<file path="src/design/psob_pkg.sv">
// Shared types, constants and codes for the polar scan occupancy binner.
// No dependencies; used by every design module except psob_checker, and by the bench.
`timescale 1ns / 1ps

package psob_pkg;

    // Sizing
    localparam int MAX_BINS    = 32;
    localparam int MAX_SECTORS = 1024;
    localparam int BIN_W       = $clog2(MAX_BINS);        // bin position
    localparam int NB_W        = $clog2(MAX_BINS + 1);    // bin count, holds MAX_BINS
    localparam int SEC_W       = $clog2(MAX_SECTORS);

    // Field widths
    localparam int RANGE_W   = 16;
    localparam int STEP_W    = 12;
    localparam int HALF_W    = STEP_W - 1;
    localparam int CTR_W     = 17;   // bin centre plus window, up to 31 * 4095 + 2047
    localparam int NBREG_W   = 6;
    localparam int RAYREG_W  = 7;
    localparam int RAYCNT_W  = 6;
    localparam int SECOUT_W  = 10;
    localparam int BINOUT_W  = 5;
    localparam int CODE_W    = 2;
    localparam int OUT_TDATA_W = 24;
    localparam int MAX_RAYS  = 64;

    // Cell codes
    localparam logic [CODE_W-1:0] CODE_FREE     = 2'd0;
    localparam logic [CODE_W-1:0] CODE_LETHAL   = 2'd1;
    localparam logic [CODE_W-1:0] CODE_OCCLUDED = 2'd2;

    // Register indexes (paddr[3:2])
    localparam logic [1:0] REG_STEP  = 2'd0;
    localparam logic [1:0] REG_RMAX  = 2'd1;
    localparam logic [1:0] REG_NBINS = 2'd2;
    localparam logic [1:0] REG_RAYS  = 2'd3;

    // Register reset values
    localparam logic [STEP_W-1:0]   RST_STEP  = 12'd100;
    localparam logic [RANGE_W-1:0]  RST_RMAX  = 16'd30000;
    localparam logic [NBREG_W-1:0]  RST_NBINS = 6'd29;
    localparam logic [RAYREG_W-1:0] RST_RAYS  = 7'd10;

    // Ray wavefront moving along the cell row
    typedef struct packed {
        logic               vld;
        logic [RANGE_W-1:0] d;
        logic [CTR_W-1:0]   c;
    } t_wave;

    // Row-wide control broadcast to every cell
    typedef struct packed {
        logic clr;     // scan start or end of sector output: forget all bins
        logic shift;   // move codes one cell towards bin 0
    } t_cell_ctl;

endpackage

</file>
<file path="src/design/psob_cell.sv">
// One radial bin cell: holds the bin's decided flag and code, judges the passing
// ray and hands it on with the next centre. Depends on psob_pkg.
`timescale 1ns / 1ps

module psob_cell (
    input  logic                             i_clk,
    input  logic                             i_rst_n,
    input  logic [psob_pkg::BIN_W-1:0]       i_idx,
    input  logic [psob_pkg::NB_W-1:0]        i_nb,
    input  logic [psob_pkg::STEP_W-1:0]      i_step,
    input  psob_pkg::t_cell_ctl              i_ctl,
    input  psob_pkg::t_wave                  i_wave,
    output psob_pkg::t_wave                  o_wave,
    input  logic [psob_pkg::CODE_W-1:0]      i_up_code,
    output logic [psob_pkg::CODE_W-1:0]      o_code
);

    logic                          r_dec;
    logic [psob_pkg::CODE_W-1:0]   r_code;
    psob_pkg::t_wave               r_wave;

    logic                          dec_eff;
    logic [psob_pkg::CTR_W-1:0]    d_ext;
    logic [psob_pkg::CTR_W-1:0]    v_ext;
    logic                          hit_lethal;
    logic                          hit_occl;
    logic                          pass_on;

    // Window tests against this bin's centre
    always_comb begin
        dec_eff    = i_ctl.clr ? 1'b0 : r_dec;
        d_ext      = psob_pkg::CTR_W'(i_wave.d);
        v_ext      = psob_pkg::CTR_W'(i_step >> 1);
        hit_lethal = (d_ext + v_ext > i_wave.c) && (d_ext < i_wave.c + v_ext);
        hit_occl   = (i_wave.c + v_ext >= d_ext);
        // the ray dies at the last bin in use
        pass_on    = i_wave.vld &&
                     (psob_pkg::NB_W'(i_idx) + psob_pkg::NB_W'(1) < i_nb);
    end

    // Bin state
    always_ff @(posedge i_clk) begin
        if (!i_rst_n) begin
            r_dec  <= 1'b0;
            r_code <= psob_pkg::CODE_FREE;
        end else if (i_ctl.shift) begin
            // the last shift of a sector also empties the row
            r_dec  <= 1'b0;
            r_code <= i_ctl.clr ? psob_pkg::CODE_FREE : i_up_code;
        end else if (i_wave.vld && !dec_eff && (hit_lethal || hit_occl)) begin
            r_dec  <= 1'b1;
            r_code <= hit_lethal ? psob_pkg::CODE_LETHAL : psob_pkg::CODE_OCCLUDED;
        end else if (i_ctl.clr) begin
            r_dec  <= 1'b0;
            r_code <= psob_pkg::CODE_FREE;
        end
    end

    // Wavefront register towards the next cell
    always_ff @(posedge i_clk) begin
        if (!i_rst_n) begin
            r_wave.vld <= 1'b0;
        end else begin
            r_wave.vld <= pass_on;
        end
        r_wave.d <= i_wave.d;
        r_wave.c <= i_wave.c + psob_pkg::CTR_W'(i_step);
    end

    assign o_wave = r_wave;
    assign o_code = r_code;

endmodule

</file>
<file path="src/design/psob_row.sv">
// Row of bin cells: chains the ray wavefront outwards and the code shift inwards.
// Depends on psob_pkg and psob_cell.
`timescale 1ns / 1ps

module psob_row (
    input  logic                             i_clk,
    input  logic                             i_rst_n,
    input  logic [psob_pkg::NB_W-1:0]        i_nb,
    input  logic [psob_pkg::STEP_W-1:0]      i_step,
    input  psob_pkg::t_cell_ctl              i_ctl,
    input  psob_pkg::t_wave                  i_wave,
    output logic [psob_pkg::CODE_W-1:0]      o_code
);

    psob_pkg::t_wave               wave_in  [psob_pkg::MAX_BINS];
    psob_pkg::t_wave               wave_out [psob_pkg::MAX_BINS];
    logic [psob_pkg::CODE_W-1:0]   code_up  [psob_pkg::MAX_BINS];
    logic [psob_pkg::CODE_W-1:0]   code_out [psob_pkg::MAX_BINS];

    for (genvar k = 0; k < psob_pkg::MAX_BINS; k++) begin : g_cell
        // neighbour links
        if (k == 0) begin : g_head
            assign wave_in[k] = i_wave;
        end else begin : g_link
            assign wave_in[k] = wave_out[k-1];
        end
        if (k == psob_pkg::MAX_BINS - 1) begin : g_tail
            assign code_up[k] = psob_pkg::CODE_FREE;
        end else begin : g_up
            assign code_up[k] = code_out[k+1];
        end

        psob_cell u_cell (
            .i_clk     (i_clk),
            .i_rst_n   (i_rst_n),
            .i_idx     (psob_pkg::BIN_W'(k)),
            .i_nb      (i_nb),
            .i_step    (i_step),
            .i_ctl     (i_ctl),
            .i_wave    (wave_in[k]),
            .o_wave    (wave_out[k]),
            .i_up_code (code_up[k]),
            .o_code    (code_out[k])
        );
    end

    assign o_code = code_out[0];

endmodule

</file>
<file path="config.mk">
export PLATFORM = sky130hd
export DESIGN_NAME = psob_row
export DESIGN_NICKNAME = d
export VERILOG_FILES = /design/src/design/psob_pkg.sv /design/src/design/psob_cell.sv /design/src/design/psob_row.sv
export SDC_FILE = /design/constraint.sdc
export NUM_CORES = 2
export LEC_CHECK = 0
export BUFFER_PORTS_ARGS = -buffer_cell sky130_fd_sc_hd__buf_2
export CORE_MARGIN = 4
export CORE_UTILIZATION = 60
export DETAILED_ROUTE_END_ITERATION = 8
export GPL_TIMING_DRIVEN = 0
export PLACE_DENSITY = 0.85
export SLEW_MARGIN = 20
export SYNTH_ARGS = -nofsm -noshare
export SYNTH_HDL_FRONTEND = slang
export SYNTH_SLANG_ARGS = --single-unit
</file>
<file path="constraint.sdc">
create_clock -name i_clk -period 5.7 [get_ports i_clk]
set_input_delay 0.285 -clock i_clk [delete_from_list [all_inputs] [get_ports i_clk]]
set_output_delay 0.285 -clock i_clk [all_outputs]
set_load 0.03 [all_outputs]
</file>
==> results_dict.tcl <==
set metrics [dict create \
    drcViolationCount 0 \
    cp.required_ps 6340 \
    cts_setup_buffers 0 \
    postSynthAreaPerCell_um2 8.54 \
    drtAntennaViolNets 0 \
    hold_slack_ps 75.3 \
    grtUsageTotal_pct 31.3 \
    clock_latency_ps 810 \
    synth_warnings 0 \
    grt_pass1_vias 88600 \
    grt_pass1_wl_mm 451 \
    clock_path_buffers 3 \
    drt_iter0_drc 6571 \
    die_y_um 419 \
    final_common_cell "ha_1" \
    ys_seq_area_share_pct 22.7 \
    ys_types 85 \
    power.switching_uw 27100 \
    max_freq_ghz 0.184 \
    slew_headroom_pct 19.8 \
    wl_mm 283 \
    placed_cell_area_mm2 0.105 \
    post_drt_wl_per_cell_um 19.6 \
    vias 88500 \
    leakage_uw 0.0524 \
    firstDrtPassIters 8 \
    n_fill_cell 13500 \
    grt_overflow 0 \
    clk_pin_slew_ps 70 \
    p_seq_share_pct 22.3 \
    htree_levels 4 \
    die-width_um 419 \
    design_area_mm2 0.110 \
    synth_nets 14200 \
    p_per_area_mw_per_mm2 538 \
    worst_pin_slew_ps 1190 \
    synth_edf_count 0 \
    ios 58 \
    hold_viol 0 \
    mappedNetlistArea_mm2 0.102 \
    start_kind "register" \
    drive_gt1_share_pct 4.06 \
    slew_violations 0 \
    hold_path_class "in -> reg" \
    gp_congestion 0.964 \
    final_nets 14400 \
    period_needed_ps 5430 \
    p_int_uw 32200 \
    core_mm2 0.168 \
    rows 150 \
    synthFlopType "dfxtp_1" \
    grt_max_degree 71 \
    finalSetupViolations 0 \
    antenna_found_initial 13 \
    combinationalPowerShare_pct 62.0 \
    portBuffers 53 \
    area_delta_synth_final_pct 8.75 \
    p_clk_share_pct 15.8 \
    start_util_pct 60.5 \
    swShare_pct 45.7 \
    critPathKind "reg -> reg" \
    irDropWorstVdd_mv 0.421 \
    fin_worst_skew_ps 41.7 \
    tritoncts "built" \
    cts_root_buffer "clkbuf_16" \
    cp_data_arrival_time_ps 6060 \
    final_core_util_pct 65.8 \
    status "finished, final reports clean" \
    numCtsBuffers 135 \
    critPathMaxFanout 4 \
    ys_async_sr_fraction_pct 0 \
    cp-end-kind "register" \
    cts_num_sinks 1150 \
    synth_seq_cells 1150 \
    syn_inst 11900 \
    period_share_pct 95.2 \
    layout_common_cells "ha_1 (2,132), inv_1 (1,196), dfxtp_1 (1,150)" \
    dp_hpwl_mm 224 \
    viasPerCell 6.12 \
    cap_violations 0 \
    die_area_mm2 0.176 \
    rsz0062_at_grt "false" \
]
-- power groups by stage --
stage                     Combinational [uW]  Sequential (uW)  Clock (uW)
after CTS                              36300            13100        9470
after global routing                   41500            13400        9810
after global placement                 34000            13300           0
final                                  36800            13200        9350
after floorplan                        28100            12100           0
after detailed placement               35800            13300           0
-- routing by layer --
metal  global-route usage, %  wire (um)  vias to the layer above
li1                        -          -                    43200
met1                    38.4     120000                    41600
met2                    53.3     131000                     2742
met3                    4.98      16800                      915
met4                    15.5      15100                        2
met5                       0         13                        -
-- sequential cells by signal, indices dropped and copies added, names as in the netlist --
| signal | count |
|---|---|
| g_cell.u_cell.o_wave | 1054 |
| g_cell.u_cell.o_code | 64 |
| g_cell.u_cell.r_dec | 32 |
-- per-stage QoR --
| step | total power, uW | setup TNS, ps | std cells | worst slack (ps) |
|---|---|---|---|---|
| final | 59400 | 0 | 14500 | 273 |
| after global routing | 64700 | 0 | 14500 | 20.1 |
| after CTS | 59000 | 0 | 14500 | 146 |
| after detailed placement | 49100 | -8720 | 14200 | -655 |
| after global placement | 47200 | -859290 | 14100 | -6620 |
| after floorplan | 40200 | 0 | 11900 | 527 |
-- synth_stat cells, drive strengths merged, types with 30 or more instances --
cell type	count	area share, %
o31ai	70	0.54
a21boi	73	0.54
nor3	271	1.3
dfxtp	1150	23
a21oi	985	4.9
a41oi	30	0.30
clkbuf	41	0.15
a31o	53	0.46
nand4	250	1.5
and2	49	0.30
fa	95	1.9
o311a	31	0.31
xnor2	964	8.3
nand2b	85	0.52
nor2b	215	1.3
o2111ai	41	0.35
o211ai	71	0.58
xor2	291	2.5
or2	55	0.34
o2111a	34	0.38
nand3	354	1.7
a21o	342	2.5
o21bai	98	0.72
o21a	118	0.87
a211oi	102	0.76
nor2	663	2.4
nand3b	31	0.23
a31oi	100	0.63
inv	1198	4.4
nand2	675	2.5
or3	96	0.59
ha	2132	26
o22ai	34	0.21
a211o	62	0.53
o21ai	610	3.0
and3	131	0.81
-- final cells by class --
class	count	area (um2)	area share, %
sequential	1150	23000	20.8
multi-input combinational	9477	73800	66.8
tap	2204	2760	2.50
inverter	1221	4590	4.16
buffer	43	169	0.153
timing repair buffer	110	1170	1.06
clock inverter	72	1080	0.977
clock buffer	178	3820	3.46
antenna	9	22.5	0.0204
-- what timing repair did --
action | in CTS | in global routing
setup endpoints to repair | 0 | 7
resized for setup | 0 | 8
endpoints found under the hold margin | 58 | 0
hold buffers | 44 | 0
-- critical path, cell delays in order (launching register included) --
cell and delay, ps:
dfxtp_1 380, ha_1 180, inv_1 50, fa_1 390, nor2b_1 130, o21ai_0 150
a21boi_0 320, o21ai_0 160, a21boi_0 410, o2111ai_1 210, a31oi_1 380, o21ai_0 170
xnor2_1 160, ha_1 290, and4_1 210, nand3_1 160, a221oi_1 390, a2111oi_0 130
o21ai_0 400, nand3_1 290, nand3_1 170, o211ai_1 110
-- cell families (layout without fill, tap and decap cells) --
logic type | after synthesis | count (layout) | synth area share (%)
flops | 1150 | 1150 | 22.7
fa+ha+maj | 2227 | 2227 | 28.1
other cells | 0 | 9 | 0
xor+xnor | 1255 | 1255 | 10.8
simple gates | 2946 | 2946 | 14.2
mux | 47 | 47 | 0.491
buf+inv | 1264 | 1624 | 4.68
compound gates | 3002 | 3002 | 19.0
-- worst paths after layout --
path	startpoint	to	slack, ps	cells past startpoint
max reg2reg	g_cell[4].u_cell.o_wave[17]	g_cell[5].u_cell.o_code[1]	270	21
max	g_cell[4].u_cell.o_wave[17]	g_cell[5].u_cell.o_code[1]	270	21
min reg2reg	g_cell[14].u_cell.o_wave[22]	g_cell[15].u_cell.o_wave[22]	370	0
min	i_wave[4]	g_cell[0].u_cell.o_wave[4]	80	4
No activity file was read; power rests on OpenSTA's default activity.
